<file path="config.mk">
export PLATFORM = sky130hd
export DESIGN_NAME = mqtt_publish_packet_framer_unit
export DESIGN_NICKNAME = d
export VERILOG_FILES = /design/src/design/mppf_pkg.sv /design/src/design/mppf_fifo.sv /design/src/design/mppf_front.sv /design/src/design/mppf_back.sv /design/src/design/mqtt_publish_packet_framer_unit.sv
export SDC_FILE = /design/constraint.sdc
export NUM_CORES = 1
export LEC_CHECK = 0
export ABC_AREA = 0
export BUFFER_PORTS_ARGS = -buffer_cell sky130_fd_sc_hd__buf_2
export CORE_MARGIN = 3
export CORE_UTILIZATION = 30
export DETAILED_ROUTE_END_ITERATION = 8
export PLACE_DENSITY = 0.56
export RECOVER_POWER = 25
export SLEW_MARGIN = 20
export SYNTH_ARGS = -nofsm -noshare
export SYNTH_HDL_FRONTEND = slang
export SYNTH_SLANG_ARGS = --single-unit
</file>
<file path="constraint.sdc">
create_clock -name clk -period 7.2 [get_ports clk]
set_clock_uncertainty 0.1 [all_clocks]
set_input_delay 0.36 -clock clk [delete_from_list [all_inputs] [get_ports clk]]
set_output_delay 0.36 -clock clk [all_outputs]
set_load 0.01 [all_outputs]
</file>
<file path="src/design/mppf_pkg.sv">
// ----------------------------------------------------------------------------
// MQTT PUBLISH framer package
// Shared types and constants for the front, the back and the top level.
// ----------------------------------------------------------------------------
package mppf_pkg;

    // Input operation codes.
    localparam logic OP_START = 1'b0;
    localparam logic OP_DATA  = 1'b1;

    // Configuration register indexes.
    localparam logic [1:0] CFG_QOS         = 2'd0;
    localparam logic [1:0] CFG_RETAIN      = 2'd1;
    localparam logic [1:0] CFG_TOPIC_LEN   = 2'd2;
    localparam logic [1:0] CFG_PAYLOAD_LEN = 2'd3;

    // Packet constants.
    localparam logic [7:0]  HDR_BASE   = 8'h30;
    localparam logic [7:0]  PKT_ID_HI  = 8'h00;
    localparam logic [7:0]  PKT_ID_LO  = 8'h01;
    localparam logic [7:0]  ERR_BYTE   = 8'h00;
    localparam logic [7:0]  VARINT_CONT = 8'h80;
    localparam logic [27:0] RL_MAX     = 28'h0FFFFFFF;

    // Kind of work handed from the front to the back.
    typedef enum logic [1:0] {
        CMD_START,
        CMD_DATA,
        CMD_ERROR
    } cmd_kind_t;

    // One classified item. For a start, data_byte holds the fixed header.
    typedef struct packed {
        cmd_kind_t   kind;
        logic [7:0]  data_byte;
        logic [27:0] rem_len;
        logic [15:0] topic_count;
        logic        add_id;
        logic        mark_last;
    } cmd_t;

    // One result word.
    typedef struct packed {
        logic [7:0] out_byte;
        logic       last;
        logic       error;
    } out_word_t;

endpackage

</file>
<file path="src/design/mppf_fifo.sv">
// ----------------------------------------------------------------------------
// Small register FIFO
// Generic first-in first-out queue with full and empty flags.
// ----------------------------------------------------------------------------
module mppf_fifo #(
    parameter int WIDTH = 8,
    parameter int DEPTH = 2
) (
    input  logic             clk,
    input  logic             rst_n,
    input  logic             wr_en,
    input  logic [WIDTH-1:0] wr_data,
    input  logic             rd_en,
    output logic [WIDTH-1:0] rd_data,
    output logic             full,
    output logic             empty
);

    localparam int AW = (DEPTH > 1) ? $clog2(DEPTH) : 1;
    localparam int CW = $clog2(DEPTH + 1);

    logic [WIDTH-1:0] mem_reg [DEPTH];
    logic [AW-1:0]    wr_ptr_reg;
    logic [AW-1:0]    rd_ptr_reg;
    logic [CW-1:0]    count_reg;
    logic             do_wr;
    logic             do_rd;

    // Flags come straight from the fill count.
    assign full    = (count_reg == CW'(DEPTH));
    assign empty   = (count_reg == '0);
    assign do_wr   = wr_en && !full;
    assign do_rd   = rd_en && !empty;
    assign rd_data = mem_reg[rd_ptr_reg];

    // Storage holds payload only and needs no reset.
    always_ff @(posedge clk)
    begin
        if (do_wr)
        begin
            mem_reg[wr_ptr_reg] <= wr_data;
        end
    end

    // Pointers wrap at the depth; the count tracks occupancy.
    always_ff @(posedge clk or negedge rst_n)
    begin
        if (!rst_n)
        begin
            wr_ptr_reg <= '0;
            rd_ptr_reg <= '0;
            count_reg  <= '0;
        end
        else
        begin
            if (do_wr)
            begin
                wr_ptr_reg <= (wr_ptr_reg == AW'(DEPTH - 1)) ? '0 : wr_ptr_reg + 1'b1;
            end
            if (do_rd)
            begin
                rd_ptr_reg <= (rd_ptr_reg == AW'(DEPTH - 1)) ? '0 : rd_ptr_reg + 1'b1;
            end
            if (do_wr && !do_rd)
            begin
                count_reg <= count_reg + 1'b1;
            end
            else if (do_rd && !do_wr)
            begin
                count_reg <= count_reg - 1'b1;
            end
        end
    end

endmodule

</file>
<file path="src/design/mppf_front.sv">
// ----------------------------------------------------------------------------
// MQTT PUBLISH framer front end
// Holds configuration, tracks the open packet and classifies each word.
// ----------------------------------------------------------------------------
module mppf_front
    import mppf_pkg::*;
(
    input  logic        clk,
    input  logic        rst_n,
    input  logic        push,
    input  logic        operation,
    input  logic [7:0]  data_byte,
    input  logic        cfg_valid,
    input  logic [1:0]  cfg_index,
    input  logic [27:0] cfg_data,
    input  logic        cmd_full,
    output logic        cmd_push,
    output cmd_t        cmd_word
);

    typedef enum logic [1:0] {
        PH_IDLE,
        PH_TOPIC,
        PH_PAYLOAD
    } phase_t;

    logic [1:0]  qos_reg;
    logic        retain_reg;
    logic [15:0] topic_count_reg;
    logic [27:0] payload_len_reg;

    phase_t      phase_reg,      phase_next;
    logic [27:0] bytes_left_reg, bytes_left_next;
    logic [27:0] pay_lat_reg,    pay_lat_next;
    logic        id_lat_reg,     id_lat_next;

    logic        accept;
    logic        start_id;
    logic [16:0] head_len;
    logic [28:0] full_len;
    logic        clamp;
    logic [27:0] start_pay;
    logic [27:0] start_rl;
    logic [27:0] left_dec;

    assign accept   = push && !cmd_full;
    assign cmd_push = accept;

    // Configuration writes; the port never stalls.
    always_ff @(posedge clk or negedge rst_n)
    begin
        if (!rst_n)
        begin
            qos_reg         <= '0;
            retain_reg      <= 1'b0;
            topic_count_reg <= '0;
            payload_len_reg <= '0;
        end
        else if (cfg_valid)
        begin
            unique case (cfg_index)
                CFG_QOS:         qos_reg         <= cfg_data[1:0];
                CFG_RETAIN:      retain_reg      <= cfg_data[0];
                CFG_TOPIC_LEN:   topic_count_reg <= cfg_data[15:0];
                CFG_PAYLOAD_LEN: payload_len_reg <= cfg_data;
                default:         qos_reg         <= qos_reg;
            endcase
        end
    end

    // Remaining length of a new packet, with the payload clamped so that the
    // total fits a four-byte varint.
    assign start_id  = (qos_reg != 2'd0);
    assign head_len  = {1'b0, topic_count_reg} + 17'd2 + (start_id ? 17'd2 : 17'd0);
    assign full_len  = {12'b0, head_len} + {1'b0, payload_len_reg};
    assign clamp     = (full_len > {1'b0, RL_MAX});
    assign start_pay = clamp ? (RL_MAX - {11'b0, head_len}) : payload_len_reg;
    assign start_rl  = clamp ? RL_MAX : full_len[27:0];
    assign left_dec  = bytes_left_reg - 28'd1;

    // Classify the word and advance the packet state.
    always_comb
    begin
        phase_next      = phase_reg;
        bytes_left_next = bytes_left_reg;
        pay_lat_next    = pay_lat_reg;
        id_lat_next     = id_lat_reg;

        cmd_word.kind        = CMD_ERROR;
        cmd_word.data_byte   = data_byte;
        cmd_word.rem_len     = start_rl;
        cmd_word.topic_count = topic_count_reg;
        cmd_word.add_id      = 1'b0;
        cmd_word.mark_last   = 1'b0;

        if (operation == OP_START)
        begin
            cmd_word.kind      = CMD_START;
            cmd_word.data_byte = HDR_BASE | {5'b0, qos_reg, retain_reg};
            id_lat_next        = start_id;
            pay_lat_next       = start_pay;
            if (topic_count_reg == 16'd0)
            begin
                cmd_word.add_id    = start_id;
                cmd_word.mark_last = (start_pay == 28'd0);
                phase_next         = (start_pay == 28'd0) ? PH_IDLE : PH_PAYLOAD;
                bytes_left_next    = start_pay;
            end
            else
            begin
                phase_next      = PH_TOPIC;
                bytes_left_next = {12'b0, topic_count_reg};
            end
        end
        else
        begin
            unique case (phase_reg)
                PH_TOPIC:
                begin
                    cmd_word.kind = CMD_DATA;
                    if (left_dec == 28'd0)
                    begin
                        cmd_word.add_id    = id_lat_reg;
                        cmd_word.mark_last = (pay_lat_reg == 28'd0);
                        phase_next      = (pay_lat_reg == 28'd0) ? PH_IDLE : PH_PAYLOAD;
                        bytes_left_next = pay_lat_reg;
                    end
                    else
                    begin
                        bytes_left_next = left_dec;
                    end
                end
                PH_PAYLOAD:
                begin
                    cmd_word.kind   = CMD_DATA;
                    bytes_left_next = left_dec;
                    if (left_dec == 28'd0)
                    begin
                        cmd_word.mark_last = 1'b1;
                        phase_next         = PH_IDLE;
                    end
                end
                default:
                begin
                    cmd_word.kind      = CMD_ERROR;
                    cmd_word.data_byte = ERR_BYTE;
                end
            endcase
        end
    end

    // Packet state, updated on every accepted word.
    always_ff @(posedge clk or negedge rst_n)
    begin
        if (!rst_n)
        begin
            phase_reg      <= PH_IDLE;
            bytes_left_reg <= '0;
            pay_lat_reg    <= '0;
            id_lat_reg     <= 1'b0;
        end
        else if (accept)
        begin
            phase_reg      <= phase_next;
            bytes_left_reg <= bytes_left_next;
            pay_lat_reg    <= pay_lat_next;
            id_lat_reg     <= id_lat_next;
        end
    end

    // An open packet always expects at least one more byte.
    a_open_has_bytes: assert property (@(posedge clk) disable iff (!rst_n)
        (phase_reg == PH_IDLE) == (bytes_left_reg == 28'd0))
        else $error("Packet phase and byte count disagree.");

    // A start always hands the back a length that needs the head bytes.
    a_start_len: assert property (@(posedge clk) disable iff (!rst_n)
        (accept && cmd_word.kind == CMD_START) |-> (cmd_word.rem_len >= 28'd2))
        else $error("Start word carries a remaining length below two.");

endmodule

</file>
<file path="src/design/mppf_back.sv">
// ----------------------------------------------------------------------------
// MQTT PUBLISH framer back end
// Expands each classified word into packet bytes, one byte per cycle while the result queue has room.
// ----------------------------------------------------------------------------
module mppf_back
    import mppf_pkg::*;
(
    input  logic      clk,
    input  logic      rst_n,
    input  logic      cmd_empty,
    input  cmd_t      cmd_word,
    input  logic      out_full,
    output logic      cmd_pop,
    output logic      out_push,
    output out_word_t out_word
);

    typedef enum logic [2:0] {
        ST_FIRST,
        ST_VARINT,
        ST_TOPIC_HI,
        ST_TOPIC_LO,
        ST_ID_HI,
        ST_ID_LO
    } state_t;

    state_t      state_reg, state_next;
    logic [27:0] rem_reg,   rem_next;
    logic        advance;
    logic        done;
    logic        more;

    assign advance  = !cmd_empty && !out_full;
    assign out_push = advance;
    assign cmd_pop  = advance && done;
    assign more     = (rem_reg[27:7] != 21'd0);

    // Byte selection for the current step of the head word.
    always_comb
    begin
        state_next        = state_reg;
        rem_next          = rem_reg;
        done              = 1'b0;
        out_word.out_byte = cmd_word.data_byte;
        out_word.last     = 1'b0;
        out_word.error    = 1'b0;

        unique case (state_reg)
            ST_FIRST:
            begin
                unique case (cmd_word.kind)
                    CMD_START:
                    begin
                        rem_next   = cmd_word.rem_len;
                        state_next = ST_VARINT;
                    end
                    CMD_DATA:
                    begin
                        if (cmd_word.add_id)
                        begin
                            state_next = ST_ID_HI;
                        end
                        else
                        begin
                            done          = 1'b1;
                            out_word.last = cmd_word.mark_last;
                        end
                    end
                    default:
                    begin
                        done              = 1'b1;
                        out_word.out_byte = ERR_BYTE;
                        out_word.error    = 1'b1;
                    end
                endcase
            end
            ST_VARINT:
            begin
                out_word.out_byte = (more ? VARINT_CONT : 8'h00) | {1'b0, rem_reg[6:0]};
                rem_next          = {7'b0, rem_reg[27:7]};
                state_next        = more ? ST_VARINT : ST_TOPIC_HI;
            end
            ST_TOPIC_HI:
            begin
                out_word.out_byte = cmd_word.topic_count[15:8];
                state_next        = ST_TOPIC_LO;
            end
            ST_TOPIC_LO:
            begin
                out_word.out_byte = cmd_word.topic_count[7:0];
                if (cmd_word.add_id)
                begin
                    state_next = ST_ID_HI;
                end
                else
                begin
                    done          = 1'b1;
                    out_word.last = cmd_word.mark_last;
                end
            end
            ST_ID_HI:
            begin
                out_word.out_byte = PKT_ID_HI;
                state_next        = ST_ID_LO;
            end
            ST_ID_LO:
            begin
                out_word.out_byte = PKT_ID_LO;
                done              = 1'b1;
                out_word.last     = cmd_word.mark_last;
            end
            default:
            begin
                state_next = ST_FIRST;
            end
        endcase

        if (done)
        begin
            state_next = ST_FIRST;
        end
    end

    // Sequencer state and the varint shift register.
    always_ff @(posedge clk or negedge rst_n)
    begin
        if (!rst_n)
        begin
            state_reg <= ST_FIRST;
            rem_reg   <= '0;
        end
        else if (advance)
        begin
            state_reg <= state_next;
            rem_reg   <= rem_next;
        end
    end

    // Varint steps only run while length bits remain.
    a_varint_nonzero: assert property (@(posedge clk) disable iff (!rst_n)
        (state_reg == ST_VARINT) |-> (rem_reg != 28'd0))
        else $error("Varint step entered with nothing left to encode.");

    // An error word is a lone zero byte that never closes a packet.
    a_error_shape: assert property (@(posedge clk) disable iff (!rst_n)
        (out_push && out_word.error) |->
            (!out_word.last && out_word.out_byte == ERR_BYTE && cmd_pop))
        else $error("Malformed error word.");

    // A word leaves the queue only once its final byte is stored.
    a_pop_after_last: assert property (@(posedge clk) disable iff (!rst_n)
        cmd_pop |=> (state_reg == ST_FIRST))
        else $error("Sequencer did not return to the first step after a pop.");

endmodule

</file>
<file path="src/design/mqtt_publish_packet_framer_unit.sv">
// Each accepted word is registered in the command queue, each result byte in the result
// queue, whose head drives the result ports. Throughput: one data word per cycle while
// neither queue is full; the last topic word also holds the byte sequencer for the packet
// id, and a start word for its head bytes: the back end emits one byte per cycle at most.
// Reset (rst_n low, asynchronous) empties both queues, closes any open packet
// and clears all configuration registers to zero.
// ----------------------------------------------------------------------------
// MQTT PUBLISH packet framer
// Frames PUBLISH packets from start and data words with a decoupled
// classifier front end and a byte sequencer back end.
// ----------------------------------------------------------------------------
module mqtt_publish_packet_framer_unit
    import mppf_pkg::*;
#(
    parameter int CMD_DEPTH = 2,
    parameter int OUT_DEPTH = 2
) (
    input  logic        clk,
    input  logic        rst_n,
    input  logic        push,
    output logic        full,
    input  logic        operation,
    input  logic [7:0]  data_byte,
    output logic        empty,
    input  logic        pop,
    output logic [7:0]  out_byte,
    output logic        last,
    output logic        error,
    input  logic        cfg_valid,
    output logic        cfg_ready,
    input  logic [1:0]  cfg_index,
    input  logic [27:0] cfg_data
);

    logic      cmd_push;
    logic      cmd_pop;
    logic      cmd_empty;
    cmd_t      cmd_in;
    cmd_t      cmd_head;
    logic      out_push;
    logic      out_full;
    out_word_t out_in;
    out_word_t out_head;

    assign cfg_ready = 1'b1;

    // Front end: configuration and classification.
    mppf_front u_front (
        .clk       (clk),
        .rst_n     (rst_n),
        .push      (push),
        .operation (operation),
        .data_byte (data_byte),
        .cfg_valid (cfg_valid && cfg_ready),
        .cfg_index (cfg_index),
        .cfg_data  (cfg_data),
        .cmd_full  (full),
        .cmd_push  (cmd_push),
        .cmd_word  (cmd_in)
    );

    // Queue of classified words between the two halves.
    mppf_fifo #(
        .WIDTH ($bits(cmd_t)),
        .DEPTH (CMD_DEPTH)
    ) u_cmd_fifo (
        .clk     (clk),
        .rst_n   (rst_n),
        .wr_en   (cmd_push),
        .wr_data (cmd_in),
        .rd_en   (cmd_pop),
        .rd_data (cmd_head),
        .full    (full),
        .empty   (cmd_empty)
    );

    // Back end: byte sequencer.
    mppf_back u_back (
        .clk       (clk),
        .rst_n     (rst_n),
        .cmd_empty (cmd_empty),
        .cmd_word  (cmd_head),
        .out_full  (out_full),
        .cmd_pop   (cmd_pop),
        .out_push  (out_push),
        .out_word  (out_in)
    );

    // Result queue toward the consumer.
    mppf_fifo #(
        .WIDTH ($bits(out_word_t)),
        .DEPTH (OUT_DEPTH)
    ) u_out_fifo (
        .clk     (clk),
        .rst_n   (rst_n),
        .wr_en   (out_push),
        .wr_data (out_in),
        .rd_en   (pop),
        .rd_data (out_head),
        .full    (out_full),
        .empty   (empty)
    );

    assign out_byte = out_head.out_byte;
    assign last     = out_head.last;
    assign error    = out_head.error;

endmodule

</file>
## After elaboration in Yosys (flattened, before gate mapping)

Memory sizes are Yosys's and may differ from the RTL's.
Index checks and enable logic that the tools add are counted.

| storage, ports and cells | value |
|---|---|
| RAM bits | 132 |
| bits in registers | 145 |
| input port bits | 44 |
| memories kept | 2 |
| output and inout port bits | 13 |

Memories:

| memory | words | bits a word | rd ports | clocked after Yosys merged registers in | write ports | RTL line | text |
|---|---|---|---|---|---|---|---|
| u_cmd_fifo.mem_reg | 2 | 56 | 1 | 0 | 1 | mppf_fifo.sv:22 | `logic [WIDTH-1:0] mem_reg [DEPTH];` |
| u_out_fifo.mem_reg | 2 | 10 | 1 | 0 | 1 | mppf_fifo.sv:22 |  |

| operators by class | value |
|---|---|
| multiplexer cells | 53 |
| $lt $le $gt $ge | 1 |
| add/sub/neg operators | 13 |
| bitwise gates (word level) | 2 |
| equal/unequal tests | 19 |
| reductions and logical operators | 44 |

Operators with widths:

| operator | count |
|---|---|
| 28-bit two-way mux | 6 |
| 28-bit one-hot mux with 2 select lines | 2 |
| 28-bit zero test | 3 |
| 8-bit one-hot mux with 6 select lines | 1 |
| 2-bit two-way mux | 16 |
| 17-bit by 28-bit adder with 29-bit output | 1 |
| 29-bit by 28-bit > comparator with 1-bit output, second input constant | 1 |
| 28-bit by 1-bit subtractor with 28-bit output, second input constant | 1 |
| 8-bit two-way mux | 3 |
| 21-bit nonzero test | 1 |
| 1-bit by 18-bit subtractor with 19-bit output, first input constant | 1 |
| 3-bit one-hot mux with 6 select lines | 1 |
| 16-bit by 2-bit adder with 17-bit output, second input constant | 1 |
| 17-bit adder | 1 |
| 16-bit zero test | 1 |
| 1-bit two-way mux | 15 |
| 2-bit AND reduction | 6 |
| 1-bit logical AND | 11 |
| 2-bit == test, second input constant | 5 |
| 10-bit two-way mux | 1 |
| 1-bit zero test | 8 |
| 2-bit zero test | 4 |
| 8-bit by 7-bit OR with 8-bit output | 1 |
| 2-bit nonzero test | 4 |
| 22 further kinds | 37 |

## Longest topological paths before layout

Gate-level depths: netlist (run 1).

| depth | value |
|---|---|
| word-level depth | 10 |
| mapped depth | 21 |

## Modules after synthesis

From an unflattened synthesis (run 1), not the netlist that was laid out.

| second synthesis, totals | value |
|---|---|
| cell total of the unflattened synthesis | 1312 |
| area total of the unflattened synthesis | 14585.2 um^2 |

Modules (own cells, without submodules):

| module | cells an instance | instances | area each (um^2) |
|---|---|---|---|
| mppf_front | 855 | 1 | 7332.0 |
| mppf_fifo at u_cmd_fifo | 193 | 1 | 4357.9 |
| mppf_back | 212 | 1 | 1964.4 |
| mppf_fifo at u_out_fifo | 50 | 1 | 919.6 |
| mqtt_publish_packet_framer_unit | 2 | 1 | 11.3 |

## Worst setup path after synthesis (run 1)

Ideal clock, no wire load.

| path | value |
|---|---|
| path type | register to register |
| start | reg u_front.qos_reg[0] |
| end | mem u_cmd_fifo.mem_reg[0][41] (netlist bit) (data pin) |
| data required time | 6838 ps |
| stages on the path, launching flop included | 18 |
| setup slack | 3255 ps |
| arrival time | 3583 ps |
| period minus slack after synthesis | 3945 ps |
| setup time | 262 ps |
| cells stage by stage | dfrtp_1 > nor2_1 > ha_1 > inv_1 > ha_1 > and3_1 > nand3_1 > inv_1 > and3_1 > xor2_1 > ha_1 > a21o_1 > o311ai_0 > a21o_1 > clkbuf_1 > buf_1 > nand2_1 > mux2_2 |

RTL lines:

| what | RTL line | text |
|---|---|---|
| from (decl) | mppf_front.sv:27 | `logic [1:0] qos_reg;` |
| from (signal assigned) | mppf_front.sv:62 | `CFG_QOS: qos_reg <= cfg_data[1:0];` |
| from (signal assigned) | mppf_front.sv:66 | `default: qos_reg <= qos_reg;` |
| to (decl) | mppf_fifo.sv:22 |  |

## Worst setup path after layout (run 1)

| path | value |
|---|---|
| start | reg u_front.topic_count_reg[1] |
| end | reg u_front.bytes_left_reg[2] |

| between the ends | value |
|---|---|
| longest elaborated chain between the ends | 7 |

RTL lines:

| what | RTL line | text |
|---|---|---|
| from (decl) | mppf_front.sv:29 | `logic [15:0] topic_count_reg;` |
| from (signal assigned) | mppf_front.sv:64 | `CFG_TOPIC_LEN: topic_count_reg <= cfg_data[15:0];` |
| 16-bit by 2-bit adder with 17-bit output | mppf_front.sv:74 | `assign head_len = {1'b0, topic_count_reg} + 17'd2 + (start_id ? 17'd2 : 17'd0);` |
| 17-bit adder | mppf_front.sv:74 |  |
| 17-bit by 28-bit adder with 29-bit output | mppf_front.sv:75 | `assign full_len = {12'b0, head_len} + {1'b0, payload_len_reg};` |
| 29-bit by 28-bit > comparator with 1-bit output | mppf_front.sv:76 | `assign clamp = (full_len > {1'b0, RL_MAX});` |
| 28-bit two-way mux | mppf_front.sv:77 | `assign start_pay = clamp ? (RL_MAX - {11'b0, head_len}) : payload_len_reg;` |
| 28-bit two-way mux (*) | mppf_front.sv:102 | `if (topic_count_reg == 16'd0)` |
| 28-bit two-way mux (*) | mppf_front.sv:96 | `if (operation == OP_START)` |
| to (signal assigned) | mppf_front.sv:165 | `bytes_left_reg <= bytes_left_next;` |
| to (decl) | mppf_front.sv:33 | `logic [27:0] bytes_left_reg, bytes_left_next;` |

Mark *: on every way between the ends. The rest lies on a longest branch, timed or not.
A chain may end at the register's enable or synchronous reset.

==> results.yml, run 1 <==
status:
  status: "finished, final reports clean"
sta:
  setup_viol: 0
  setup_tns_ns: 0
  period_needed_ns: 4.58
  relSlewSlack_pct: 30.6
  hold_violations: 0
  worst_pin_slew_ns: 1.04
  fmax_mhz: 218
  fin_crit_sh_pct: 63.6
  drv_slew: 0
  grt_setup_unrepaired: "false"
  setup_slack_ns: 2.62
logic_synthesis:
  yosys.cell_types.count: 73
  syn-num-nets: 1376
  yosysWarnings: 0
  post-synth-top-area-cell: "edfxtp_1"
  ys_async_sr_fraction_pct: 52.3
  synth_top_area_share_pct: 28.3
  synth_compound_area_share_pct: 12.7
  synth_area_leaders: "edfxtp_1 28%, dfrtp_1 26%, mux2_2 5.0%, nand2_1 4.0%, mux2i_1 3.9%"
  synth_xor_area_share_pct: 3.31
  synth_top_family_by_area: "simple AND/OR/NAND/NOR gates"
  synth_edf_count: 132
  synthAdderAreaFrac_pct: 2.55
  syn-cell-area_mm2: 0.0140
  synth-seq-cells: 277
  ys_seq_area_share_pct: 54.2
  syn_area_per_cell_um2: 10.7
  synthSimpleGateAreaFrac_pct: 15.0
  ys.flop_type: "dfrtp_1"
  synth.area.mux_share_pct: 9.23
  synth_cells: 1304
floorplanning:
  die_h_um: 222
  fp.dieW_um: 222
  io_pins: 57
  core-area_mm2: 0.0458
  start_util_pct: 30.6
  rows: 78
  fp.dieArea_mm2: 0.0493
place:
  portBuffers: 55
  dp_slack_ns: 2.62
  dp_cells: 1900
  place.gp.congestion: 0.843
  dp_hpwl_mm: 26.3
clock_network:
  worst_skew_pair.late_latency_ns: 0.57
  cts_resized: 0
  cts-root-buf: "clkbuf_16"
  cts_buffers: 31
  cts_tree: "built"
  h-tree-depth: 1
  clk_pin_slew_ns: 0.06
  cts_sinks: 277
  cts_buffer_depth: 3
route:
  drc: 0
  wl_mm: 37.5
  drt_iter0_drc: 750
  vias: 10252
  detail_route.wl_per_cell_um: 18.9
  drtPass1Iterations: 5
  antenna_left: 0
  routed_via_density: 5.15
grt:
  grt_pass1_vias: 10323
  antenna_found_initial: 0
  grt_pass1_wl_mm: 59.7
  grt_max_degree: 93
  overflow: 0
  track_usage_pct: 15.0
worst_hold_path:
  min_to: "u_cmd_fifo.mem_reg[0][46]"
  min-delay-start: "data_byte[0]"
  hp-class: "in2reg"
  worstHoldPathCells: 3
worst_setup_path:
  reg2reg_depth: 16
  slowest_stage: "a21o_2"
  r2r_start: "u_front.topic_count_reg[1]"
  path_common_cell: "ha_1"
  crit_fanout: 58
  r2r_slack_ns: 2.62
  crit_path_end_kind: "flop"
  path_class: "reg2reg"
  crit_required_ns: 7.55
  cpPeakStageDelay_ns: 0.86
  regToRegEndpoint: "u_front.bytes_left_reg[2]"
  arrival_ns: 4.93
  crit_chain: "inv_1, ha_1, inv_1, ha_1, and3_1, nand3_1, xnor2_1, ha_1, a21o_1, nor2_1, a31oi_1, o311ai_0, a21o_2, o21ai_0, a211oi_1, nor3_2"
  worstSetupStartpointType: "flop"
layout:
  areaGrowthSynthToFinish_pct: 16.1
  largest_reg_flops: 112
  drive_above_1_share_pct: 14.4
  nets: 1438
  fin_cells: 1990
  post-route-util_pct: 35.5
  antennaDiodeCount: 0
pwr:
  p_int_mw: 4.28
  swShare_pct: 37.0
  clockPowerShare_pct: 24.2
  leakage_nw: 6.44
  vdd_ir_drop_max_mv: 0.205
  p_sw_mw: 2.52
  power_frac_comb_pct: 32.9
  powerDensity_mw_per_mm2: 417
  p_seq_share_pct: 42.9
job:
  cap_violations: 0
-- layout make-up --
type	count	area, um^2
tap	600	751
clock inverter	18	228
sequential	277	7590
multi-input combinational	922	6040
inverter	35	131
timing repair buffer	99	688
fill	4532	29500
clock buffer	39	836
-- Yosys cell counts (all sizes together), types with 10 or more instances --
library cell,number
xor2,21
and2,11
a21o,12
mux2,62
dfrtp,145
edfxtp,132
nor3,36
mux2i,55
nand3,24
a211oi,29
o21ai,86
buf,11
nand2,149
xnor2,32
ha,27
clkbuf,59
a21oi,64
o21a,12
inv,35
a31oi,10
nand4,16
o211ai,10
nor4,30
nor2,118
-- cell families after synthesis --
family,Yosys count
AND/OR/NAND/NOR,439
AO/OA/AOI/OAI,282
flip-flops,277
multiplexers,119
buffers and inverters,105
XOR/XNOR,53
adder cells (fa/ha/maj),28
other,1
-- per-layer routing --
metal / global-route usage (%) / wire, um / vias up
li1: - / - / 4903
met1: 20.2 / 17000 / 5058
met2: 25.7 / 18100 / 234
met3: 1.68 / 1550 / 57
met4: 4.42 / 875 / 0
met5: 0 / 0 / -
-- critical path: cells and delay by family (launching register included) --
kind,cells,cell delay [ns]
adders and majority gates,3,0.75
buffers and inverters,2,0.14
AOI/OAI and AO/OA,6,2.22
DFF,1,0.44
xor gates and xnor gates,1,0.27
and+or+nand+nor,4,0.54
-- what timing repair did --
item	4_1_cts	5_1_grt
hold buffers	33	0
hold endpoints to repair	145	0
setup buffers	0	0
-- layout by cell type, fill, tap and decap left out, types with 9 or more instances in the layout --
master	count
nor2_1	116
nor4_1	28
ha_1	27
a21oi_1	63
o21ai_0	82
edfxtp_1	132
buf_4	10
a21o_1	11
xor2_1	21
nand2_1	149
nand4_1	15
dfrtp_1	144
xnor2_1	32
clkbuf_16	31
dlygate4sd3_1	33
o22ai_1	9
o21a_1	12
o31ai_1	9
a31oi_1	10
o211ai_1	10
clkinv_2	10
and2_1	11
buf_2	52
inv_1	35
nor3_1	31
mux2i_1	55
nand2b_1	9
a211oi_1	29
mux2_2	62
nand3_1	23
-- worst max-delay path by stage --
| stage | start | slack (ns) | to |
|---|---|---|---|
| 2_1_floorplan | u_front.qos_reg[0] | 3.25 | u_cmd_fifo.mem_reg[0][41] |
| 3_3_place_gp | u_front.qos_reg[0] | 2.67 | u_front.bytes_left_reg[14] |
| 3_5_place_dp | u_front.qos_reg[0] | 2.62 | u_front.bytes_left_reg[11] |
| 4_1_cts | u_front.qos_reg[0] | 2.59 | u_front.bytes_left_reg[11] |
| 5_1_grt | u_front.qos_reg[0] | 2.20 | u_front.bytes_left_reg[11] |
| 6_report | u_front.topic_count_reg[1] | 2.62 | u_front.bytes_left_reg[2] |
-- power by group through the flow --
stage	registers [mW]	clock network [mW]	logic (mW)
detailed placement	2.93	0	2.24
global placement	2.91	0	2.20
CTS	2.91	1.69	2.26
floorplan	2.66	0	1.77
finish	2.92	1.64	2.23
global route	2.98	1.75	2.53
-- stage by stage --
| stage | instance area, um^2 | total power [mW] | hold WS [ns] |
|---|---|---|---|
| 6_report | 16300 | 6.79 | 0.0184 |
| 5_1_grt | 16300 | 7.26 | 0.0329 |
| 4_1_cts | 16300 | 6.85 | 0.00401 |
| 3_5_place_dp | 14900 | 5.17 | 0.381 |
| 3_3_place_gp | 14900 | 5.11 | 0.372 |
| 2_1_floorplan | 14000 | 4.42 | -0.0356 |
Power figures use the tool's default switching activity.
==> run 2: changes to the inputs <==
--- a/config.mk
+++ b/config.mk
@@ -5,7 +5,7 @@
 export SDC_FILE = /design/constraint.sdc
 export NUM_CORES = 1
 export LEC_CHECK = 0
-export ABC_AREA = 0
+export ABC_AREA = 1
 export BUFFER_PORTS_ARGS = -buffer_cell sky130_fd_sc_hd__buf_2
 export CORE_MARGIN = 3
 export CORE_UTILIZATION = 30
==> constraint.sdc (replaced) <==
create_clock -name clk -period 4.8 [get_ports clk]
set_clock_uncertainty 0.1 [all_clocks]
set_input_delay 0.24 -clock clk [delete_from_list [all_inputs] [get_ports clk]]
set_output_delay 0.24 -clock clk [all_outputs]
set_load 0.01 [all_outputs]
==> results.yml, run 2 <==
worst_setup_path:
  slowest_stage: "dfrtp_1"
  cpPeakStageDelay_ns: 0.39
  r2r_start: "u_front.topic_count_reg[1]"
  crit_fanout: 13
  arrival_ns: 4.57
  crit_required_ns: 5.09
  r2r_slack_ns: 0.51
  path_common_cell: "nand2_1"
  crit_path_end_kind: "flop"
  regToRegEndpoint: "u_cmd_fifo.mem_reg[0][0]"
  worstSetupStartpointType: "flop"
  crit_chain: "inv_1, ha_1, inv_1, ha_1, nand2_1, nor2_1, nand2_1, nor4_1, xor2_1, ha_1, a21oi_1, nand2_1, a21oi_1, nand3_2, nand2_2, inv_2, o21ai_0, nand2_1, nor2_1, nand3_1, o21ai_1"
  path_class: "reg2reg"
  reg2reg_depth: 21
floorplanning:
  io_pins: 57
  core-area_mm2: 0.0483
  rows: 80
  fp.dieW_um: 229
  die_h_um: 229
  start_util_pct: 30.8
  fp.dieArea_mm2: 0.0523
logic_synthesis:
  synth_commonest_cells: "418 x nand2_1, 212 x inv_1, 204 x nor2_1"
  yosysWarnings: 0
  synth_top_family_by_area: "simple AND/OR/NAND/NOR gates"
  ys.flop_type: "dfrtp_1"
  syn_area_per_cell_um2: 8.34
  synth_area_leaders: "edfxtp_1 27%, dfrtp_1 24%, nand2_1 11%, inv_1 5.3%, nor2_1 5.1%"
  ys_seq_area_share_pct: 51.0
  synth_most_common_cell: "nand2_1"
  synth_edf_count: 132
  synth-seq-cells: 277
  synth_compound_area_share_pct: 10.9
  synth.area.mux_share_pct: 1.22
  syn-cell-area_mm2: 0.0149
  ys_async_sr_fraction_pct: 52.3
  yosys.cell_types.count: 52
  synth_top_area_share_pct: 26.6
  synth_xor_area_share_pct: 2.24
  synthAdderAreaFrac_pct: 2.40
  post-synth-top-area-cell: "edfxtp_1"
  synth_cells: 1785
  syn-num-nets: 1857
  synthSimpleGateAreaFrac_pct: 24.6
sta:
  worst_pin_slew_ns: 3.73
  drv_slew: 117
  relSlewSlack_pct: -149
  hold_violations: 0
  grt_setup_unrepaired: "false"
  fmax_mhz: 233
  setup_viol: 0
  holdWs_ns: 0.137
  fin_crit_sh_pct: 89.3
  period_needed_ns: 4.29
  setup_tns_ns: 0
status:
  violations: "capacitance limit, slew limit"
  status: "finished, violations left"
grt:
  grt_max_degree: 63
  overflow: 0
  antenna_found_initial: 0
  grt_pass1_vias: 12329
  grt_pass1_wl_mm: 70.2
  track_usage_pct: 16.6
pwr:
  powerDensity_mw_per_mm2: 593
  leakage_nw: 7.54
  vdd_ir_drop_max_mv: 0.305
route:
  drt_iter0_drc: 892
  routed_via_density: 4.85
  vias: 12366
  antenna_left: 0
  detail_route.wl_per_cell_um: 17.2
  drc: 0
  drtPass1Iterations: 5
  wl_mm: 43.9
clock_network:
  worst_skew_pair.late_latency_ns: 0.59
  cts_tree: "built"
  post_cts.repair.setup_buffers: 0
  h-tree-depth: 1
  cts-root-buf: "clkbuf_16"
  cts_sinks: 277
  cts_buffers: 31
  cts_buffer_depth: 3
  clk_pin_slew_ns: 0.06
layout:
  post-route-util_pct: 35.8
  fin_area_mm2: 0.0173
  final_cell_mix: "418 x nand2_1, 212 x inv_1, 200 x nor2_1"
  nets: 1940
  largest_reg_flops: 112
  areaGrowthSynthToFinish_pct: 16.4
  layout_commonest_cell: "nand2_1"
  antennaDiodeCount: 0
  drive_above_1_share_pct: 9.30
  fill_cells: 5035
job:
  cap_violations: 2
worst_hold_path:
  worstHoldPathCells: 6
  min_to: "u_cmd_fifo.wr_ptr_reg"
  min-delay-start: "push"
  hp-class: "in2reg"
place:
  dp_hpwl_mm: 31.4
  place.gp.congestion: 0.906
  place_area_mm2: 0.0159
  portBuffers: 55
## run 2: changes by cell type in the layout (fill, tap and decap cells not counted), moves of 52 or more
cell	delta
inv_1	+177
nor2_1	+84
o21ai_0	+52
nand2_1	+269
nand3_1	+62
mux2_2	-53
## run 2: worst max-delay path by stage
stage / endpoint / startpoint / slack (ns) / cells past startpoint
after floorplan: u_cmd_fifo.mem_reg[0][42] / u_front.topic_count_reg[1] / 1.10 / 22
after global placement: u_cmd_fifo.mem_reg[0][0] / u_front.topic_count_reg[1] / 0.67 / 26
after detailed placement: u_cmd_fifo.mem_reg[0][0] / u_front.topic_count_reg[1] / 0.59 / 23
after CTS: u_cmd_fifo.mem_reg[0][0] / u_front.topic_count_reg[1] / 0.56 / 23
after global routing: u_cmd_fifo.mem_reg[1][0] / u_front.topic_count_reg[1] / 0.05 / 23
final: u_cmd_fifo.mem_reg[0][0] / u_front.topic_count_reg[1] / 0.51 / 21
## run 2: layout make-up
type,instances,area (um^2),share of cell area (%)
clock buffer,48,910,5.25
tap,656,821,4.74
sequential,277,7590,43.8
timing repair buffer,121,847,4.89
multi-input combinational,1218,6200,35.8
clock inverter,10,124,0.715
inverter,219,822,4.75
## run 2: logic make-up (layout without fill, tap and decap cells)
group / after synthesis / after routing
xor+xnor: 38 / 38
fa+ha+maj: 28 / 28
compound gates: 292 / 292
mux: 17 / 17
simple gates: 842 / 842
buf+inv: 290 / 398
other cells: 1 / 1
flops: 277 / 277
## run 2: metrics by stage
stage,cells,setup slack (ns),power (mW)
after floorplan,1785,1.10,6.61
after global placement,2450,0.675,7.84
after detailed placement,2450,0.595,7.88
after CTS,2549,0.561,10.4
after global routing,2549,0.0512,11.1
final,2549,0.515,10.3
## run 2: critical path, delay by kind of cell, from the launching register on
family                   cells  cell delay, ns
AO/OA/AOI/OAI                4            0.95
XOR/XNOR                     1            0.33
adder cells (fa/ha/maj)      3            0.73
buffers and inverters        3            0.29
flip-flops                   1            0.39
AND/OR/NAND/NOR             10            1.32
## run 2: per-layer routing
layer,up-vias,wire (um),track usage (%)
li1,6083,-,-
met1,5951,20300,22.5
met2,258,20500,28.0
met3,74,1730,2.39
met4,0,1320,4.36
met5,-,0,0
## run 2: where the power goes
| part | switching (mW) | internal, mW |
|---|---|---|
| clock network | 0.991 | 1.41 |
| registers | 0.641 | 3.52 |
| logic | 2.47 | 1.23 |
## run 2: repair_timing
item                                    CTS  global route
resized for setup                         0             1
hold endpoints to repair                124             0
hold buffers                             41             0
endpoints found under the setup margin    0             2
